`config.mk`:
```
export PLATFORM = sky130hd
export DESIGN_NAME = mls_decode
export DESIGN_NICKNAME = d
export VERILOG_FILES = /design/src/mls_pkg.sv /design/src/mls_decode.sv
export SDC_FILE = /design/constraint.sdc
export NUM_CORES = 1
export LEC_CHECK = 0
export BUFFER_PORTS_ARGS = -buffer_cell sky130_fd_sc_hd__buf_2
export CAP_MARGIN = 10
export CELL_PAD_IN_SITES_DETAIL_PLACEMENT = 1
export CELL_PAD_IN_SITES_GLOBAL_PLACEMENT = 1
export CORE_MARGIN = 2
export CORE_UTILIZATION = 18
export DETAILED_ROUTE_END_ITERATION = 6
export PLACE_DENSITY_LB_ADDON = 0.1
export SLEW_MARGIN = 10
export SYNTH_ARGS = -nofsm -noshare
export SYNTH_HDL_FRONTEND = slang
export SYNTH_SLANG_ARGS = --single-unit
```
`constraint.sdc`:
```
create_clock -name vclk -period 2.3
set_clock_uncertainty 0.1 [all_clocks]
set_input_delay 0.115 -clock vclk [all_inputs]
set_output_delay 0.115 -clock vclk [all_outputs]
set_load 0.01 [all_outputs]
```
`src/mls_pkg.sv`:
```
`default_nettype none
// ----------------------------------------------------------------------------
// mls_pkg: shared types and constants of the load/store unit
// Holds the data region bounds, the command codes and the beat structs that
// move between the decode, storage and result formatting parts.
// ----------------------------------------------------------------------------
package mls_pkg;

    // Data region: byte address base and size
    localparam logic [31:0] DATA_BASE  = 32'h2000_0000;
    localparam int unsigned DATA_BYTES = 65536;
    localparam int unsigned DATA_WORDS = DATA_BYTES / 4;
    localparam int unsigned WORD_AW    = $clog2(DATA_WORDS);

    // Region end, clipped to the 32-bit address space
    localparam logic [32:0] DATA_END_RAW = {1'b0, DATA_BASE} + 33'(DATA_BYTES);
    localparam logic [32:0] DATA_END     = (DATA_END_RAW > 33'h1_0000_0000) ?
                                           33'h1_0000_0000 : DATA_END_RAW;

    // Command codes
    localparam logic [3:0] CMD_LB  = 4'd0;
    localparam logic [3:0] CMD_LBU = 4'd1;
    localparam logic [3:0] CMD_LH  = 4'd2;
    localparam logic [3:0] CMD_LHU = 4'd3;
    localparam logic [3:0] CMD_LW  = 4'd4;
    localparam logic [3:0] CMD_LWL = 4'd5;
    localparam logic [3:0] CMD_LWR = 4'd6;
    localparam logic [3:0] CMD_SB  = 4'd7;
    localparam logic [3:0] CMD_SH  = 4'd8;
    localparam logic [3:0] CMD_SW  = 4'd9;

    typedef logic [WORD_AW-1:0] word_index_t;

    typedef struct packed {
        logic [3:0]  cmd;
        logic [31:0] address;
        logic [31:0] operand_value;
    } in_beat_t;

    typedef struct packed {
        logic [31:0] read_data;
        logic        status;
    } out_beat_t;

    // Control carried from decode to result formatting
    typedef struct packed {
        logic [3:0]  cmd;
        logic [1:0]  offset;
        logic        ok;
        logic [31:0] operand_value;
    } acc_ctl_t;

    // Full decoded access: control plus the storage request
    typedef struct packed {
        acc_ctl_t    ctl;
        logic        wr_en;
        logic [3:0]  be;
        logic [31:0] wr_data;
        word_index_t index;
    } acc_t;

endpackage : mls_pkg
`default_nettype wire

```
`src/mls_decode.sv`:
```
`default_nettype none
// ----------------------------------------------------------------------------
// mls_decode: access decode
// Checks alignment and region, and builds the word index, byte enables and
// lane-replicated store data for one input beat.
// ----------------------------------------------------------------------------
module mls_decode
    import mls_pkg::*;
(
    input  wire in_beat_t beat,
    output acc_t          acc
);

    logic [32:0] word_lo;
    logic [32:0] word_hi;
    logic [31:0] rel;
    logic        in_region;
    logic        legal;
    logic        is_store;
    logic [1:0]  offset;

    // Every access stays within one aligned word, so check the whole word
    always_comb begin
        offset    = beat.address[1:0];
        word_lo   = {1'b0, beat.address[31:2], 2'b00};
        word_hi   = word_lo + 33'd3;
        in_region = (word_lo >= {1'b0, DATA_BASE}) && (word_hi < DATA_END);
        rel       = beat.address - DATA_BASE;
        is_store  = beat.cmd inside {CMD_SB, CMD_SH, CMD_SW};
    end

    // Alignment rules per command; unknown codes are illegal
    always_comb begin
        case (beat.cmd)
            CMD_LB, CMD_LBU, CMD_LWL, CMD_LWR, CMD_SB: legal = 1'b1;
            CMD_LH, CMD_LHU, CMD_SH:                   legal = ~offset[0];
            CMD_LW, CMD_SW:                            legal = (offset == 2'b00);
            default:                                   legal = 1'b0;
        endcase
    end

    // Byte enables and store lanes, byte 0 in bits 31:24
    always_comb begin
        acc.ctl.cmd           = beat.cmd;
        acc.ctl.offset        = offset;
        acc.ctl.ok            = legal & in_region;
        acc.ctl.operand_value = beat.operand_value;
        acc.index             = rel[WORD_AW+1:2];
        acc.wr_en             = legal & in_region & is_store;
        case (beat.cmd)
            CMD_SB: begin
                acc.be      = 4'b1000 >> offset;
                acc.wr_data = {4{beat.operand_value[7:0]}};
            end
            CMD_SH: begin
                acc.be      = offset[1] ? 4'b0011 : 4'b1100;
                acc.wr_data = {2{beat.operand_value[15:0]}};
            end
            CMD_SW: begin
                acc.be      = 4'b1111;
                acc.wr_data = beat.operand_value;
            end
            default: begin
                acc.be      = 4'b0000;
                acc.wr_data = beat.operand_value;
            end
        endcase
    end

endmodule : mls_decode
`default_nettype wire

```
; After elaboration in Yosys (flattened, before gate mapping)
; Cells that the tools add are included.
; Widths: inputs -> output; s select.
[word_totals]
register_bits = 0
inputBits = 68
output_inout_bits = 90
elab_cells = 27
[op_classes]
n_addsub = 2
magnitude_cmp = 2
eq_ne = 9
shifts = 1
n_mux = 3
bitwise = 3
reduce_logical = 7
[ops]
columns = op, n
row1 = $pmux 36 s3, 1
row2 = $add 32x2->33 const B, 1
row3 = $lt 33x30->1 const B, 1
row4 = $ge 32x30->1 const B, 1
row5 = $eq 4x3->1 const B, 4
row6 = $sub 16x1->16 const B, 1
row7 = $eq 4x2->1 const B, 2
row8 = $eq 4x4->1 const B, 2
row9 = $reduce_or 5->1, 1
row10 = $eq 4x1->1 const B, 1
row11 = $logic_not 4->1, 1
row12 = $mux 4, 1
row13 = $shr 4x2->4 const A, 1
row14 = $pmux 1 s3, 1
row15 = $reduce_bool 3->1, 1
row16 = $reduce_or 3->1, 1
row17 = $and 1x1->1, 2
row18 = $logic_not 2->1, 1
row19 = $reduce_or 2->1, 1
row20 = $logic_and 1x1->1, 1
row21 = $not 1->1, 1

; Logic depth before layout (Yosys ltp)
; Gate-level depths: netlist of run 1.
[depth]
word_depth = 5
ltp_mapped = 6
depth_no_buf = 4

; Least setup slack after synthesis of run 1
; Ideal clock, no wire load.
[synth_timing]
path_kind = input-to-output
startpoint = input beat[66] (netlist name)
endpoint = output acc[38] (netlist name)
t_arrival_ns = 1.213
required_ns = 2.085
path_slack_ns = 0.872
path_stages = 5
n_path_buf = 1
cell_sequence = or3b_4 nor2_8 nor2_4 buf_6 a221o_1
[synth_lines]
columns = element, line_no
row1 = start: declaration, mls_decode.sv:10  ; input wire in_beat_t beat,
row2 = end: declaration, mls_decode.sv:11  ; output acc_t acc

==> results by group, run 1 <==
Timing
  • Tcrit/Tclk final: 73.6%
  • RSZ-0062 raised after global routing: no
  • Least-Margin Pin Slew: 0.473 ns
  • Final slew viol count: 0
  • Final min period: 1.69 ns
  • Max_slew headroom: 68.4%
  • Setup violators final: 0
  • Final hold vios: 0
  • Achievable clock frequency: 0.591 GHz
  • Total negative slack: 0 ns

Die
  • Area of the die: 5900 um^2
  • # rows: 26
  • Chip width: 76.8 um
  • CORE AREA: 5110 um^2
  • Die Ht: 76.8 um
  • Starting Density: 18.7%
  • IO Pins: 158

Placement
  • Routability cong.: 0.682
  • Port Buf Inserts: 130
  • Post-Place Cells: 263
  • Cell Area, Placed: 1230 um^2
  • HPWL after DPL: 2940 um

Logic synthesis
  • Post-Syn Area: 953 um^2
  • Yosys warning count: 0
  • Top-area cell type share of the netlist area: 48.0%
  • Post-synth top area cell: buf_4
  • Syn nets: 192
  • Post-synthesis instance total: 124
  • Post-synthesis sequential area ratio: 0%
  • Distinct cell type count after synthesis: 23
  • Synthesized area per cell: 7.69 um^2
  • Ranking of synthesized cells by area: buf_4, a221o_1, mux2_2, a21o_1, and2_1

Clock tree
  • Cts hold-fix bufs: 0
  • Setup Buffers After CTS: 0
  • Post_cts resized: 0

Route
  • Via count: 1,100
  • Routed wire length: 3380 um
  • Drt wl/cell: 12.9 um
  • Routed Antenna Nets: 0
  • Drt first pass iters: 4
  • 1st-iter DRT viols: 31
  • Routed vias/inst: 4.18
  • DRC: 0

Critical path
  • Crit Path Category: input pin to output port
  • Worst endpoint required time: 2.09 ns
  • Kind of end point of the critical path: output port
  • Setup crit start kind: input pin
  • Crit path DAT: 1.48 ns
  • CP Max Fanout: 16

Finish
  • Area growth from synthesis to layout: 29.4%
  • Final nets: 263
  • FFs & Latches: 0
  • Layout cell share with drive strength beyond 1: 74.1%
  • Fillcell total: 674
  • Register area: 0 um^2
  • Clkbuf count: 0
  • Final instance count without filler cells: 263
  • Antenna Cells: 0
  • Fin area: 1230 um^2

GRT
  • Tot GR Track Use: 10.3%
  • Total grt overflow: 0
  • Vias in the first global route: 1,105
  • Largest net degree at the start of global routing: 17
  • Global-route wire length before repair: 5300 um
  • Initial antenna violation count: 0

Power and ir drop
  • Max VDD drop: 0.0496 mV
  • Leak Pwr: 0.752 nW
  • Total power: 0.000245 W
  • Pwr/cell area: 199 nW/um^2

Outcome
  • Outcome: finished clean

Min path
  • Class of the worst hold path: input pin to output port

Run
  • Maxcap violations: 0
==> stage by stage <==
| stage | setup WS, ns | hold WS [ns] | utilization (%) |
|---|---|---|---|
| 6_report | 0.607 | 0.130 | 24.2 |
| 5_1_grt | 0.501 | 0.130 | 24.2 |
| 4_1_cts | 0.576 | 0.130 | 24.2 |
| 3_5_place_dp | 0.575 | 0.130 | 24.2 |
| 3_3_place_gp | 0.587 | 0.130 | 24.2 |
| 2_1_floorplan | 0.872 | 0.219 | - |
==> area by class of cell <==
cell class                      instances  area, um^2  area share [%]
Tap cell                               70        87.6            7.10
Timing Repair Buffer                  132         666            54.0
Inverter                                3        11.3           0.913
Multi-Input combinational cell         58         469            38.0
==> cells in the final DEF, fill, tap and decap left out, drive strengths merged, types with 3 or more instances in the layout <==
| cell type | Yosys | final |
|---|---|---|
| o31ai | 3 | 3 |
| a221o | 9 | 9 |
| buf | 62 | 132 |
| nor4 | 3 | 3 |
| nor2 | 5 | 5 |
| and2 | 8 | 8 |
| inv | 3 | 3 |
| o21ai | 5 | 5 |
| a21o | 8 | 8 |
| mux2 | 8 | 8 |
==> final timing paths <==
path | start | endpoint | cells after the start
setup / recovery | beat[66] | acc[32] | 6
hold / removal | beat[47] | acc[13] | 0
==> kinds of logic after synthesis <==
group,count (synthesis),share of synthesized area [%]
AOI/OAI and AO/OA,27,22.0
buffers and inverters,66,50.8
muxes,8,10.2
and+or+nand+nor,23,16.9
==> routing by layer <==
layer	up-vias	track usage, %	wire length, um
met4	0	0.909	19
li1	519	-	-
met2	82	20.2	1760
met1	491	11.2	1170
met5	-	0	0
met3	8	3.18	428
==> critical path: stages <==
cell and delay (ns):
buf_2 0.14, or3b_4 0.44, nor2_8 0.19, nor2_4 0.13
mux2_4 0.31, buf_2 0.14
==> where the power goes <==
group	switching (W)	internal (W)
clock	0	0
combinational	0.000126	0.000120
sequential	0	0
==> Yosys cell counts, drive strengths merged <==
library cell   n
nor4           3
clkbuf         1
nand4          2
buf           62
o31ai          3
nor2           5
inv            3
nand2          1
a211oi         1
nor4b          1
and2           8
nor3           1
o21ai          5
a221o          9
a21oi          1
mux2           8
a21o           8
or3b           1
and4           1
(Power assumes the default switching activity.)
==> inputs of run 2 (changes only) <==
--- a/config.mk
+++ b/config.mk
@@ -10,7 +10,7 @@
 export CELL_PAD_IN_SITES_DETAIL_PLACEMENT = 1
 export CELL_PAD_IN_SITES_GLOBAL_PLACEMENT = 1
 export CORE_MARGIN = 2
-export CORE_UTILIZATION = 18
+export CORE_UTILIZATION = 15
 export DETAILED_ROUTE_END_ITERATION = 6
 export PLACE_DENSITY_LB_ADDON = 0.1
 export SLEW_MARGIN = 10
==> constraint.sdc (replaced) <==
create_clock -name vclk -period 1.4
set_clock_uncertainty 0.1 [all_clocks]
set_input_delay 0.07 -clock vclk [all_inputs]
set_output_delay 0.07 -clock vclk [all_outputs]
set_load 0.01 [all_outputs]
==> results by group, run 2 (synthesis gave the netlist of run 1 again) <==
Die
  • Die Ht: 83.7 um
  • IO Pins: 158
  • Area of the die: 7010 um^2
  • # rows: 29
  • Chip width: 83.7 um
  • Starting Density: 15.3%
  • CORE AREA: 6240 um^2

GRT
  • GRT met3 Usage: 1.88%
  • M2 GR Usage: 22.6%
  • Layer with the highest usage: met2
  • Met1 global-route usage: 10.3%
  • Vias in the first global route: 1,279
  • Global-route wire length before repair: 6030 um
  • Largest net degree at the start of global routing: 10
  • Tot GR Track Use: 10.4%
  • Total grt overflow: 0
  • Initial antenna violation count: 0

Finish
  • Clkbuf count: 0
  • Fillcell total: 795
  • Final Util: 23.2%
  • Layout cell share with drive strength beyond 1: 77.1%
  • Antenna Cells: 0
  • Commonest non-fill, non-tap cells in the layout: buf_2, buf_6, a221o_1, buf_4
  • FFs & Latches: 0
  • Register area: 0 um^2
  • Final nets: 275
  • Area growth from synthesis to layout: 51.6%
  • Commonest non-fill, non-tap cell in the layout: buf_2

Min path
  • Class of the worst hold path: input pin to output port
  • HP Start: beat[36]

Route
  • Via count: 1,183
  • 1st-iter DRT viols: 15
  • Routed wire length: 4090 um
  • Routed Antenna Nets: 0
  • Drt wl/cell: 14.5 um
  • Drt first pass iters: 4
  • Routed vias/inst: 4.20
  • DRC: 0

Power and ir drop
  • Total power: 0.000481 W
  • Max VDD drop: 0.102 mV
  • Leak Pwr: 0.848 nW
  • Pwr/cell area: 333 nW/um^2

Critical path
  • Worst endpoint required time: 1.23 ns
  • Delay-heaviest family, CP: simple AND/OR/NAND/NOR gates
  • Critical Path Start: beat[66]
  • Largest stage delay, worst path: 0.42 ns
  • Buf+Inv Stages, Crit Path: 3
  • Kind of end point of the critical path: output port
  • Critical-path cell list: buf_8, or3b_4, nor2_8, nor2_4, buf_12, mux2_4, buf_6
  • Max stage delay cell, worst path: or3b_4
  • CP Max Fanout: 8
  • Setup crit start kind: input pin
  • Crit Path Category: input pin to output port
  • Crit path DAT: 1.36 ns

Run
  • Maxcap violations: 0

Timing
  • Final hold vios: 0
  • Achievable clock frequency: 0.654 GHz
  • RSZ-0062 raised after global routing: yes
  • Final slew viol count: 0
  • Max_slew headroom: 79.6%
  • Final min period: 1.53 ns
  • Least-Margin Pin Slew: 0.301 ns
  • Final worst setup slack: -0.128 ns
  • Setup violators final: 16
  • Tcrit/Tclk final: 109%

Placement
  • Routability cong.: 0.834
  • HPWL after DPL: 3370 um
  • Port Buf Inserts: 130
  • Pre-CTS WS: -0.223 ns

Outcome
  • Outcome: complete, but fails checks
  • Failing checks: negative setup slack

Clock tree
  • Cts hold-fix bufs: 0
run 2: final cells by class:
class	count	area [um^2]	share of cell area [%]
tap	77	96.3	6.67
timing repair buffer	143	845	58.4
inverter	3	11.3	0.779
multi-input combinational	59	493	34.1
run 2: routing by layer:
layer,wire (um),vias up,part of all wire [%]
li1,-,542,-
met1,1430,548,35
met2,2210,87,54
met3,421,6,10
met4,31,0,0.76
met5,0,-,0
run 2: final timing paths:
check | to | depth (start not counted) | slack, ns
worst max-delay path | acc[30] | 7 | -0.13
worst min-delay path | acc[2] | 0 | 0.04
run 2: stage by stage:
stage / hold slack (ns) / TNS [ns] / std cells / area, um^2
3_5_place_dp: 0.0401 / -2.38 / 278 / 1300
2_1_floorplan: 0.129 / 0 / 124 / 953
4_1_cts: 0.0401 / -1.32 / 280 / 1360
5_1_grt: 0.0400 / -1.98 / 282 / 1450
6_report: 0.0400 / -1.25 / 282 / 1450
3_3_place_gp: 0.0401 / -2.04 / 278 / 1300
run 2: where the power goes:
group / switching (W) / leakage [nW] / total (W) / internal [W]
combinational: 0.000229 / 0.848 / 0.000481 / 0.000252
sequential: 0 / 0 / 0 / 0
clock: 0 / 0 / 0 / 0
run 2: timing repair:
item / in CTS / in global routing
cloned: 1 / 0
resized for setup: 10 / 14
setup endpoints to repair: 18 / 30
setup buffers: 1 / 2
pin swaps: 1 / 3
