### src/mls_pkg.sv
`default_nettype none
// ----------------------------------------------------------------------------
// mls_pkg: shared types and constants of the load/store unit
// Holds the data region bounds, the command codes and the beat structs that
// move between the decode, storage and result formatting parts.
// ----------------------------------------------------------------------------
package mls_pkg;

    // Data region: byte address base and size
    localparam logic [31:0] DATA_BASE  = 32'h2000_0000;
    localparam int unsigned DATA_BYTES = 65536;
    localparam int unsigned DATA_WORDS = DATA_BYTES / 4;
    localparam int unsigned WORD_AW    = $clog2(DATA_WORDS);

    // Region end, clipped to the 32-bit address space
    localparam logic [32:0] DATA_END_RAW = {1'b0, DATA_BASE} + 33'(DATA_BYTES);
    localparam logic [32:0] DATA_END     = (DATA_END_RAW > 33'h1_0000_0000) ?
                                           33'h1_0000_0000 : DATA_END_RAW;

    // Command codes
    localparam logic [3:0] CMD_LB  = 4'd0;
    localparam logic [3:0] CMD_LBU = 4'd1;
    localparam logic [3:0] CMD_LH  = 4'd2;
    localparam logic [3:0] CMD_LHU = 4'd3;
    localparam logic [3:0] CMD_LW  = 4'd4;
    localparam logic [3:0] CMD_LWL = 4'd5;
    localparam logic [3:0] CMD_LWR = 4'd6;
    localparam logic [3:0] CMD_SB  = 4'd7;
    localparam logic [3:0] CMD_SH  = 4'd8;
    localparam logic [3:0] CMD_SW  = 4'd9;

    typedef logic [WORD_AW-1:0] word_index_t;

    typedef struct packed {
        logic [3:0]  cmd;
        logic [31:0] address;
        logic [31:0] operand_value;
    } in_beat_t;

    typedef struct packed {
        logic [31:0] read_data;
        logic        status;
    } out_beat_t;

    // Control carried from decode to result formatting
    typedef struct packed {
        logic [3:0]  cmd;
        logic [1:0]  offset;
        logic        ok;
        logic [31:0] operand_value;
    } acc_ctl_t;

    // Full decoded access: control plus the storage request
    typedef struct packed {
        acc_ctl_t    ctl;
        logic        wr_en;
        logic [3:0]  be;
        logic [31:0] wr_data;
        word_index_t index;
    } acc_t;

endpackage : mls_pkg
`default_nettype wire

### src/mls_format.sv
`default_nettype none
// ----------------------------------------------------------------------------
// mls_format: result formatting
// Selects, extends or merges the bytes of the read word into the result beat.
// ----------------------------------------------------------------------------
module mls_format
    import mls_pkg::*;
(
    input  wire acc_ctl_t     ctl,
    input  wire logic [31:0]  word,
    output out_beat_t         beat
);

    logic [7:0]  byte_sel;
    logic [15:0] half_sel;
    logic [31:0] lwl_val;
    logic [31:0] lwr_val;
    logic [31:0] res;
    logic [31:0] v;

    // Pick the addressed byte and halfword
    always_comb begin
        v        = ctl.operand_value;
        half_sel = ctl.offset[1] ? word[15:0] : word[31:16];
        case (ctl.offset)
            2'd0:    byte_sel = word[31:24];
            2'd1:    byte_sel = word[23:16];
            2'd2:    byte_sel = word[15:8];
            default: byte_sel = word[7:0];
        endcase
    end

    // Merge for the unaligned word loads
    always_comb begin
        case (ctl.offset)
            2'd0: begin
                lwl_val = word;
                lwr_val = {v[31:8], word[31:24]};
            end
            2'd1: begin
                lwl_val = {word[23:0], v[7:0]};
                lwr_val = {v[31:16], word[31:16]};
            end
            2'd2: begin
                lwl_val = {word[15:0], v[15:0]};
                lwr_val = {v[31:24], word[31:8]};
            end
            default: begin
                lwl_val = {word[7:0], v[23:0]};
                lwr_val = word;
            end
        endcase
    end

    // Final value; stores and errors return zero
    always_comb begin
        case (ctl.cmd)
            CMD_LB:  res = {{24{byte_sel[7]}}, byte_sel};
            CMD_LBU: res = {24'd0, byte_sel};
            CMD_LH:  res = {{16{half_sel[15]}}, half_sel};
            CMD_LHU: res = {16'd0, half_sel};
            CMD_LW:  res = word;
            CMD_LWL: res = lwl_val;
            CMD_LWR: res = lwr_val;
            default: res = 32'd0;
        endcase
        beat.read_data = ctl.ok ? res : 32'd0;
        beat.status    = ~ctl.ok;
    end

endmodule : mls_format
`default_nettype wire

### config.mk
export PLATFORM = sky130hd
export DESIGN_NAME = mls_format
export DESIGN_NICKNAME = d
export VERILOG_FILES = /design/src/mls_pkg.sv /design/src/mls_format.sv
export SDC_FILE = /design/constraint.sdc
export NUM_CORES = 1
export LEC_CHECK = 0
export BUFFER_PORTS_ARGS = -buffer_cell sky130_fd_sc_hd__buf_4
export CAP_MARGIN = 20
export CELL_PAD_IN_SITES_DETAIL_PLACEMENT = 0
export CELL_PAD_IN_SITES_GLOBAL_PLACEMENT = 1
export CORE_MARGIN = 4
export CORE_UTILIZATION = 25
export DETAILED_ROUTE_END_ITERATION = 16
export PLACE_DENSITY_LB_ADDON = 0.1
export SLEW_MARGIN = 20
export SYNTH_ARGS = -nofsm -noshare
export SYNTH_HDL_FRONTEND = slang
export SYNTH_SLANG_ARGS = --single-unit
### constraint.sdc
create_clock -name vclk -period 2
set_input_delay 0.4 -clock vclk [all_inputs]
set_output_delay 0.4 -clock vclk [all_outputs]
set_load 0.02 [all_outputs]
Word level (Yosys, flattened, before mapping)
Index checks and enable logic that the tools add are counted.
Cells by class
  eq/ne operators: 8
  mux-type cells: 6
  bitwise logic cells: 1
  reductions and logical operators: 2
Operators with widths (number)
  case mux 32 bit (7 select lines): 1
  case mux 32 bit (3 select lines): 2
  two-way mux 32 bit: 1
  case mux 8 bit (3 select lines): 1
  two-way mux 16 bit: 1
  equality test 4 x 3 -> 1 bit (second input constant): 3
  equality test 4 x 2 -> 1 bit (second input constant): 2
  equality test 4 x 1 -> 1 bit (second input constant): 1
  logical NOT 4 bit: 1
  equality test 2 x 1 -> 1 bit (second input constant): 1
  equality test 2 bit (second input constant): 1
  logical NOT 2 bit: 1
  inverter 1 bit: 1
Word-level totals
  register bits after elaboration: 0

Depth between registers and ports, before layout
Gate-level depths: netlist of run 1.
  depth in word-level cells: 4
  gate-level depth with buffers: 8

Worst setup path after synthesis of run 1
Ideal clock, no wire load.
  path type: input to output
  start point: input ctl[38] (netlist name)
  end point: output beat[24] (netlist name)
  arrival: 1.812 ns
  required time: 1.600 ns
  path slack: -0.212 ns
  stages on the path: 7
  cell sequence: buf_4 > nand4bb_1 > buf_2 > buf_6 > nor4_1 > o22ai_1 > a31oi_1
RTL lines
  start: declaration: line mls_format.sv:9  | input wire acc_ctl_t ctl,
  end: declaration: line mls_format.sv:11  | output out_beat_t beat

==> summary.md, run 1 <==
| Metric | Value |
|---|---|
| CP Launch Type | `input pin` |
| GP Congestion | `0.8762` |
| Cts hold-fix bufs | `0` |
| CP required | `1.60 ns` |
| Largest stage delay on the critical path | `0.45 ns` |
| Placed insts | `531` |
| Least-Margin Pin Slew | `0.3632 ns` |
| CP Cell Sequence | `buf_8 -> buf_6 -> mux2_4 -> o21ai_2 -> a2111o_1 -> buf_6 -> a31oi_2 -> buf_4` |
| Starting DRT DRC Count | `247` |
| Post-Place Setup Slack | `-0.3478 ns` |
| Most frequent cells in the layout | `174 x buf_4, 38 x nand2_1, 31 x buf_6, 16 x a222oi_1, 15 x mux4_2` |
| Buffer and inverter count on the worst path | `4` |
| Static leakage | `1.727 nW` |
| Peak supply drop | `143.8 uV` |
| Largest net degree at the start of global routing | `24` |
| Layout cell share with drive strength beyond 1 | `68.18%` |
| IO Port Bufs | `104` |
| Final WS setup | `-0.2813 ns` |
| Core Footprint | `0.007767 mm^2` |
| Final hold violation count | `0` |
| Mapped cell area | `0.002008 mm^2` |
| Vias in the first global route | `3,051` |
| GR Overflow Total | `0` |
| Fin. max-slew vios | `0` |
| Syn nets | `326` |
| WS Path Type | `in2out` |
| RSZ-0062 raised after global routing | `true` |
| Outcome | `complete, but fails checks` |
| Final period util | `114.1%` |
| Number of diodes | `0` |
| Fillers | `754` |
| Area Overhead vs Synth | `109.9%` |
| Antenna-violating nets left | `0` |
| Die width | `97.63 um` |
| Most repeated library cell on the critical path | `buf_6` |
| First-pass GRT wire length | `16.07 mm` |
| Pwr dens | `193.9 mW/mm^2` |
| Synth cell types | `43` |
| Setup-failing EPs final | `32` |
| CP delay by family, top | `compound AO/OA/AOI/OAI gates` |
| Hold_sp | `ctl[32]` |
| Per-cell routed wire length | `19.21 um` |
| Syn Inst Count | `255` |
| Layout Cells excl Fill | `542` |
| Ys Warns | `0` |
| Initial antenna violation count | `0` |
| Crit. End Element | `output pin` |
| All-Layer GR Usage | `20.26%` |
| HP Class | `in2out` |
| FF+latch area | `0 um^2` |
| Max_cap viols | `0` |
| Vias per Instance | `5.552` |
| Initial Utilization | `25.85%` |
| Sequential element share of the synthesized area | `0%` |
| Failing checks | `negative setup slack` |
| Rows | `32` |
| Hold Path Sink | `beat[0]` |
| Worst hold stages | `3` |
| Footprint of the multi-input gates | `0.002201 mm^2` |
| Worst EP arrival | `1.88 ns` |
| Seq cells | `0` |
| Total number of vias | `3,009` |
| DRC errors left | `0` |
| Slew headroom | `75.79%` |
| Die height | `97.63 um` |
| Die area | `0.009531 mm^2` |
| CP Max Fanout | `7` |
| Top-level I/O count | `104` |
| Minimum clock period | `2.281 ns` |
| Detailed Place HPWL | `8.024 mm` |
| Crit-path slowest cell | `a2111o_1` |
| Pre-antenna DRT Iters | `7` |
| # clk buffers | `0` |
| Post-Route WL | `10.41 mm` |
| Max Clk Rate | `438.4 MHz` |
| Syn Area/Cell | `7.875 um^2` |
| Final #Nets | `513` |
| Leading cell type in the layout, fill and taps excluded | `buf_4` |
[metrics by stage]
step	power, W	hold slack (ns)	util [%]	area [um^2]	setup TNS, ns
floorplan	0.0003615	0.8838	-	2241	-2.301
global placement	0.0007374	1.058	48.99	3805	-8.948
detailed placement	0.0007421	1.062	48.99	3805	-9.228
CTS	0.0007909	1.063	52.32	4064	-7.311
global route	0.0008716	1.094	54.27	4215	-9.113
finish	0.0008172	1.060	54.27	4215	-7.254
[tightest hold or removal path, stage by stage]
cell	delay, ns
buf_4	0.07
inv_1	0.04
buf_4	0.15
[final cells by class]
cell class | count | share of cell area [%]
multi-input combinational | 221 | 52.21
tap | 102 | 3.028
inverter | 3 | 0.2671
timing repair buffer | 216 | 44.49
[cell usage after synthesis (9+ instances only)]
library cell / count / share of area (%)
a21oi_1: 17 / 4.2
a222oi_1: 16 / 8.0
a31oi_1: 10 / 3.1
buf_2: 11 / 2.7
mux2_2: 17 / 9.5
mux2i_1: 14 / 7.0
mux4_2: 15 / 17
nand2_1: 39 / 7.3
nor2_1: 10 / 1.9
nor4_1: 9 / 2.8
[worst max-delay path by stage]
| stage | endpoint | start | cells after the start |
|---|---|---|---|
| finish | beat[17] | ctl[34] | 8 |
| global route | beat[8] | ctl[34] | 8 |
| CTS | beat[23] | ctl[34] | 8 |
| detailed placement | beat[23] | ctl[34] | 8 |
| global placement | beat[21] | ctl[34] | 8 |
| floorplan | beat[24] | ctl[34] | 6 |
[report_power, final]
group          total (W)  switching, W  internal [W]
sequential             0             0             0
clock                  0             0             0
combinational   0.000817      0.000367      0.000450
total           0.000817      0.000367      0.000450
[cell families (layout without fill, tap and decap cells)]
family / after synthesis / count (layout) / synth area share [%]
compound gates: 88 / 88 / 32.15
simple gates: 86 / 86 / 23.24
mux: 47 / 47 / 34.08
buf+inv: 34 / 219 / 10.53
[what timing repair did]
action,in CTS,in global routing
gates resized for setup,42,21
buffers inserted,8,2
pin swaps,10,9
endpoints found under the setup margin,32,32
cloned,0,1
[metal layers]
metal  GRT usage (%)  share of wire (%)  vias up
met5               0                  0        -
met4          0.9585               0.79        0
met3           1.508                5.4        6
met2           36.27                 50      104
met1           27.88                 43     1467
li1                -                  -     1432
No activity file was read; power rests on OpenSTA's default activity.
==> run 2, diff against run 1 <==
--- a/config.mk
+++ b/config.mk
@@ -5,14 +5,14 @@
 export SDC_FILE = /design/constraint.sdc
 export NUM_CORES = 1
 export LEC_CHECK = 0
-export BUFFER_PORTS_ARGS = -buffer_cell sky130_fd_sc_hd__buf_4
 export CAP_MARGIN = 20
 export CELL_PAD_IN_SITES_DETAIL_PLACEMENT = 0
 export CELL_PAD_IN_SITES_GLOBAL_PLACEMENT = 1
 export CORE_MARGIN = 4
 export CORE_UTILIZATION = 25
 export DETAILED_ROUTE_END_ITERATION = 16
-export PLACE_DENSITY_LB_ADDON = 0.1
+export DONT_BUFFER_PORTS = 1
+export PLACE_DENSITY = 0.51
 export SLEW_MARGIN = 20
 export SYNTH_ARGS = -nofsm -noshare
 export SYNTH_HDL_FRONTEND = slang
==> run 2 against run 1 <==
The flow still finishes with violations (negative setup slack); total power shrank 47%; maximum frequency is 12% higher; die area stayed put; largest cell class unchanged; routed wire length down 13%; design area fell by 34%; sequential share of layout area did not move; final cell count down 30%.
==> summary.md, run 2 (synthesis results as in run 1) <==
| Metric | Value |
|---|---|
| CP required | `1.60 ns (about the same)` |
| Static leakage | `0.8323 nW (was 1.727 nW)` |
| Max Clk Rate | `492.7 MHz (was 438.4 MHz)` |
| Die area | `0.009531 mm^2 (unchanged)` |
| Vias per Instance | `6.274 (was 5.552)` |
| HP Class | `in2out (unchanged)` |
| First-pass GRT wire length | `13.65 mm (was 16.07 mm)` |
| FF+latch area | `0 um^2 (unchanged)` |
| DR WL met3 | `697 um (was 560 um)` |
| CP Launch Type | `input pin (unchanged)` |
| All-Layer GR Usage | `17.31% (was 20.26%)` |
| Final period util | `101.5% (was 114.1%)` |
| Placed insts | `375 (was 531)` |
| Crit. End Element | `output pin (unchanged)` |
| Total number of vias | `2,378 (was 3,009)` |
| Per-cell routed wire length | `23.78 um (was 19.21 um)` |
| Minimum clock period | `2.030 ns (was 2.281 ns)` |
| IO Port Bufs | `0 (was 104)` |
| Setup-failing EPs final | `7 (was 32)` |
| Final WS setup | `-0.02962 ns (was -0.2813 ns)` |
| DR top layer | `met4 (unchanged)` |
| Die height | `97.63 um (unchanged)` |
| Fin. max-slew vios | `0 (unchanged)` |
| Core Footprint | `0.007767 mm^2 (unchanged)` |
| Setup TNS | `-0.1061 ns (was -7.254 ns)` |
| Post-Route WL | `9.012 mm (was 10.41 mm)` |
| CP Max Fanout | `69 (was 7)` |
| Leading cell type in the layout, fill and taps excluded | `buf_4 (unchanged)` |
| Hold_sp | `word[3] (was ctl[32])` |
| Slew headroom | `67.51% (was 75.79%)` |
| Pre-antenna DRT Iters | `5 (was 7)` |
| Detailed Place HPWL | `6.475 mm (was 8.024 mm)` |
| Top-level I/O count | `104 (unchanged)` |
| Layout Cells excl Fill | `379 (was 542)` |
| WS Path Type | `in2out (unchanged)` |
| Worst EP arrival | `1.63 ns (was 1.88 ns)` |
| Post-Place Setup Slack | `-0.09903 ns (was -0.3478 ns)` |
| Failing checks | `negative setup slack (unchanged)` |
| Max_cap viols | `0 (unchanged)` |
| Starting DRT DRC Count | `192 (was 247)` |
| Fillers | `825 (was 754)` |
| Area Overhead vs Synth | `37.88% (was 109.9%)` |
| Antenna-violating nets left | `0 (unchanged)` |
| Pwr dens | `155.1 mW/mm^2 (was 193.9 mW/mm^2)` |
| Vias in the first global route | `2,303 (was 3,051)` |
| RSZ-0062 raised after global routing | `true (unchanged)` |
| Final hold violation count | `0 (unchanged)` |
| Routed met1 length | `3.971 mm (was 4.517 mm)` |
| Outcome | `complete, but fails checks (unchanged)` |
| Initial Utilization | `25.85% (unchanged)` |
| Rows | `32 (unchanged)` |
| CP Launch Point | `ctl[34] (unchanged)` |
| Area after DPL | `0.002584 mm^2 (was 0.003805 mm^2)` |
| WL met2 | `4.292 mm (was 5.249 mm)` |
| Initial antenna violation count | `0 (unchanged)` |
| Footprint of the multi-input gates | `0.002152 mm^2 (was 0.002201 mm^2)` |
| Cts hold-fix bufs | `0 (unchanged)` |
| Number of diodes | `0 (unchanged)` |
| Peak supply drop | `131.2 uV (was 143.8 uV)` |
| GP Congestion | `0.7954 (was 0.8762)` |
| Post-layout util | `35.65% (was 54.27%)` |
| Least-Margin Pin Slew | `0.4873 ns (was 0.3632 ns)` |
| Most frequent cells in the layout | `41 x buf_4, 38 x nand2_1, 16 x a222oi_1, 15 x mux4_2, 15 x mux2_2 (was 174 x buf_4, 38 x nand2_1, 31 x buf_6, 16 x a222oi_1, 15 x mux4_2)` |
| Largest net degree at the start of global routing | `70 (was 24)` |
| Final #Nets | `350 (was 513)` |
| Seq cells | `0 (unchanged)` |
| DRC errors left | `0 (unchanged)` |
| Layout cell share with drive strength beyond 1 | `48.01% (was 68.18%)` |
| Die width | `97.63 um (unchanged)` |
| # clk buffers | `0 (unchanged)` |
| GR Overflow Total | `0 (unchanged)` |
| Final instance area | `0.002769 mm^2 (was 0.004215 mm^2)` |
## run 2: changes by cell type in the layout (fill, tap and decap cells not counted), moves of 5 or more
cell    delta
buf_12     -5
buf_4    -133
buf_6     -23
mux2_2     +5
mux2_4     -5
## run 2: power by group
part | switching (W) | internal [W]
registers | 0 | 0
logic | 0.000204 | 0.000226
clock network | 0 | 0
## run 2: worst paths after layout
path | to | cells after the start | slack, ns
min | beat[4] | 2 | 0.95
max | beat[32] | 5 | -0.03
## run 2: repair_timing
action	4_1_cts	5_1_grt
pin swaps	3	8
resized for setup	13	11
setup buffers	1	3
endpoints found under the setup margin	15	16
## run 2: area by class of cell
cell class / count / share of cell area, %
inverter: 3 / 0.4067
multi-input combinational: 221 / 77.72
tap: 102 / 4.609
timing repair buffer: 53 / 17.26
## run 2: critical path: stages
cell and delay (ns):
mux2_4 0.30, mux2_4 0.30, a222oi_1 0.37, a21oi_2 0.11, buf_6 0.15
## run 2: metal layers
metal | track usage, % | vias up
met5 | 0 | -
met4 | 0.9585 | 0
li1 | - | 1104
met1 | 24.65 | 1175
met3 | 3.518 | 4
met2 | 28.26 | 95
## run 2: metrics by stage
| stage | power [W] | hold WS (ns) |
|---|---|---|
| after floorplan | 0.0003615 | 0.8838 |
| after detailed placement | 0.0004036 | 0.9535 |
| after CTS | 0.0004178 | 0.9535 |
| final | 0.0004295 | 0.9530 |
| after global routing | 0.0004595 | 0.9571 |
| after global placement | 0.0004033 | 0.9516 |
==> run 3, diff against run 2 <==
--- a/config.mk
+++ b/config.mk
@@ -5,6 +5,7 @@
 export SDC_FILE = /design/constraint.sdc
 export NUM_CORES = 1
 export LEC_CHECK = 0
+export ABC_AREA = 1
 export CAP_MARGIN = 20
 export CELL_PAD_IN_SITES_DETAIL_PLACEMENT = 0
 export CELL_PAD_IN_SITES_GLOBAL_PLACEMENT = 1
@@ -12,7 +13,7 @@
 export CORE_UTILIZATION = 25
 export DETAILED_ROUTE_END_ITERATION = 16
 export DONT_BUFFER_PORTS = 1
-export PLACE_DENSITY = 0.51
+export PLACE_DENSITY = 0.58
 export SLEW_MARGIN = 20
 export SYNTH_ARGS = -nofsm -noshare
 export SYNTH_HDL_FRONTEND = slang
==> run 3 against run 2 <==
The run now ends clean; critical endpoint is now beat[7]; worst setup slack improved by 0.11 ns; synthesized cell count increased by 150%; final cell count increased by 110%; hold slack improved by 0.081 ns; critical path type unchanged; maximum frequency increased by 5.9%; core utilization decreased by 4.1 points; via count increased by 67%.
==> summary.md, run 3 <==
| Metric | Value |
|---|---|
| Worst EP arrival | `1.52 ns (was 1.63 ns)` |
| Fin. max-slew vios | `0 (unchanged)` |
| Syn Area/Cell | `4.199 um^2 (was 7.875 um^2)` |
| Net Sw Power | `0.0003578 W (was 0.0002039 W)` |
| Starting DRT DRC Count | `350 (was 192)` |
| Sequential element share of the synthesized area | `0% (unchanged)` |
| Post-layout util | `31.58% (was 35.65%)` |
| Outcome | `finished, final reports clean (was complete, but fails checks)` |
| CP Launch Type | `input pin (unchanged)` |
| Die area | `0.01222 mm^2 (was 0.009531 mm^2)` |
| Final hold violation count | `0 (unchanged)` |
| IO Port Bufs | `0 (unchanged)` |
| # clk buffers | `0 (unchanged)` |
| Antenna-violating nets left | `0 (unchanged)` |
| Clock Power Share | `0% (about the same)` |
| GP Congestion | `0.9441 (was 0.7954)` |
| Yosys top cell area share | `30.56% (was 16.82%)` |
| Max_cap viols | `0 (unchanged)` |
| Seq cells | `0 (unchanged)` |
| CP required | `1.60 ns (about the same)` |
| Per-cell routed wire length | `15.79 um (was 23.78 um)` |
| Layout cell share with drive strength beyond 1 | `13.35% (was 48.01%)` |
| Slew headroom | `77.82% (was 67.51%)` |
| Area Overhead vs Synth | `23.46% (was 37.88%)` |
| Syn Inst Count | `626 (was 255)` |
| Largest net degree at the start of global routing | `69 (was 70)` |
| Die width | `110.5 um (was 97.63 um)` |
| CP delay by family, top | `buffers and inverters (was multiplexers)` |
| Largest stage delay on the critical path | `0.25 ns (was 0.37 ns)` |
| GR Overflow Total | `0 (unchanged)` |
| Total number of vias | `3,981 (was 2,378)` |
| Die height | `110.5 um (was 97.63 um)` |
| Post-Place Setup Slack | `0.05033 ns (was -0.09903 ns)` |
| Sw Share | `61.11% (was 47.47%)` |
| All-Layer GR Usage | `19.43% (was 17.31%)` |
| Peak supply drop | `53.08 uV (was 131.2 uV)` |
| Crit-path slowest cell | `inv_1 (was a222oi_1)` |
| RSZ-0062 raised after global routing | `true (unchanged)` |
| Number of diodes | `0 (unchanged)` |
| Syn nets | `697 (was 326)` |
| Initial Utilization | `25.58% (was 25.85%)` |
| Final #Nets | `732 (was 350)` |
| Initial antenna violation count | `0 (unchanged)` |
| Cts hold-fix bufs | `0 (unchanged)` |
| Final period util | `95.86% (was 101.5%)` |
| Buffer and inverter count on the worst path | `3 (was 1)` |
| Detailed Place HPWL | `9.452 mm (was 6.475 mm)` |
| First-pass GRT wire length | `19.86 mm (was 13.65 mm)` |
| Static leakage | `1.861 nW (was 0.8323 nW)` |
| Leading cell type in the layout, fill and taps excluded | `nand2_1 (was buf_4)` |
| Top-count cell post-synth | `nand2_1 (unchanged)` |
| Setup-failing EPs final | `0 (was 7)` |
| Combinational power share | `100.0% (about the same)` |
| CP Cell Sequence | `nor2_2 -> buf_4 -> inv_1 -> nor2_1 -> nor3_1 -> nor2_1 -> a21oi_1 -> buf_4 (was mux2_4 -> mux2_4 -> a222oi_1 -> a21oi_2 -> buf_6)` |
| Ys Warns | `0 (unchanged)` |
| Post-Route WL | `12.55 mm (was 9.012 mm)` |
| Crit. End Element | `output pin (unchanged)` |
| Rows | `37 (was 32)` |
| Vias in the first global route | `3,721 (was 2,303)` |
| Vias per Instance | `5.008 (was 6.274)` |
| HP Class | `in2out (unchanged)` |
| Minimum clock period | `1.917 ns (was 2.030 ns)` |
| Top cells by count, synth | `214 x nand2_1, 157 x nor2_1, 98 x nand3_1, 60 x inv_1, 22 x o21ai_1 (was 39 x nand2_1, 17 x a21oi_1, 17 x mux2_2, 16 x a222oi_1, 15 x mux4_2)` |
| Max Clk Rate | `521.6 MHz (was 492.7 MHz)` |
| Reg power frac | `0% (about the same)` |
| DRC errors left | `0 (unchanged)` |
| Fillers | `1,248 (was 825)` |
| Cell accounting for the most synthesized area | `nand2_1 (was mux4_2)` |
| Final Total Pwr | `0.0005856 W (was 0.0004295 W)` |
| Final WS setup | `0.08289 ns (was -0.02962 ns)` |
| WS Path Type | `in2out (unchanged)` |
| Core Footprint | `0.01028 mm^2 (was 0.007767 mm^2)` |
| Synth cell types | `20 (was 43)` |
| CP Max Fanout | `68 (was 69)` |
| Pre-antenna DRT Iters | `5 (unchanged)` |
| FF+latch area | `0 um^2 (unchanged)` |
| Mapped cell area | `0.002629 mm^2 (was 0.002008 mm^2)` |
| Top-level I/O count | `104 (unchanged)` |
| Pwr dens | `180.4 mW/mm^2 (was 155.1 mW/mm^2)` |
| Top cells by area, synth | `nand2_1 31%, nor2_1 22%, nand3_1 19% (was mux4_2 17%, mux2_2 9.5%, a222oi_1 8.0%)` |
| Least-Margin Pin Slew | `0.3323 ns (was 0.4873 ns)` |
| Internal power | `0.0002278 W (was 0.0002257 W)` |
| Most frequent cells in the layout | `214 x nand2_1, 156 x nor2_1, 97 x nand3_1, 59 x inv_1, 58 x buf_4 (was 41 x buf_4, 38 x nand2_1, 16 x a222oi_1, 15 x mux4_2, 15 x mux2_2)` |
-- run 3: final timing paths --
kind | startpoint | endpoint | slack, ns | cells after the start
worst max-delay path | ctl[34] | beat[7] | 0.08 | 8
worst min-delay path | ctl[32] | beat[0] | 1.03 | 2
-- run 3: area by class of cell --
cell class                      count  area, um^2  share of cell area [%]
Inverter                           65       244.0                   7.517
Timing Repair Buffer               67       606.8                   18.70
Multi-Input combinational cell    527        2225                   68.54
Tap cell                          136       170.2                   5.243
-- run 3: power groups by stage --
stage | Clock (W) | Sequential [W] | Combinational (W)
after detailed placement | 0 | 0 | 0.000578
after global placement | 0 | 0 | 0.000577
final | 0 | 0 | 0.000586
after global routing | 0 | 0 | 0.000653
after floorplan | 0 | 0 | 0.000411
after CTS | 0 | 0 | 0.000580
-- run 3: metrics by stage --
| step | cell area, um^2 | hold WS [ns] | instances | TNS (ns) |
|---|---|---|---|---|
| final | 3246 | 1.034 | 795 | 0 |
| after global routing | 3246 | 1.052 | 795 | -0.01600 |
| after CTS | 3212 | 1.038 | 794 | 0 |
| after detailed placement | 3212 | 1.033 | 794 | 0 |
| after global placement | 3212 | 1.029 | 794 | 0 |
| after floorplan | 2629 | 1.018 | 626 | 0 |
-- run 3: metal layers --
layer | GRT usage (%) | vias up | wire length (um)
li1 | - | 2003 | -
met1 | 26.77 | 1784 | 5551
met2 | 31.80 | 175 | 5635
met3 | 3.452 | 19 | 1147
met4 | 3.777 | 0 | 218
met5 | 0 | - | 0
-- run 3: what timing repair did --
item	CTS	global route
endpoints found under the setup margin	0	28
gates resized for setup	0	8
buffers inserted	0	1
-- run 3: kinds of logic (layout without fill, tap and decap cells) --
| group | count (synthesis) | after routing | share of synthesized area [%] |
|---|---|---|---|
| buf+inv | 99 | 132 | 16.23 |
| simple gates | 489 | 489 | 76.39 |
| compound gates | 38 | 38 | 7.378 |
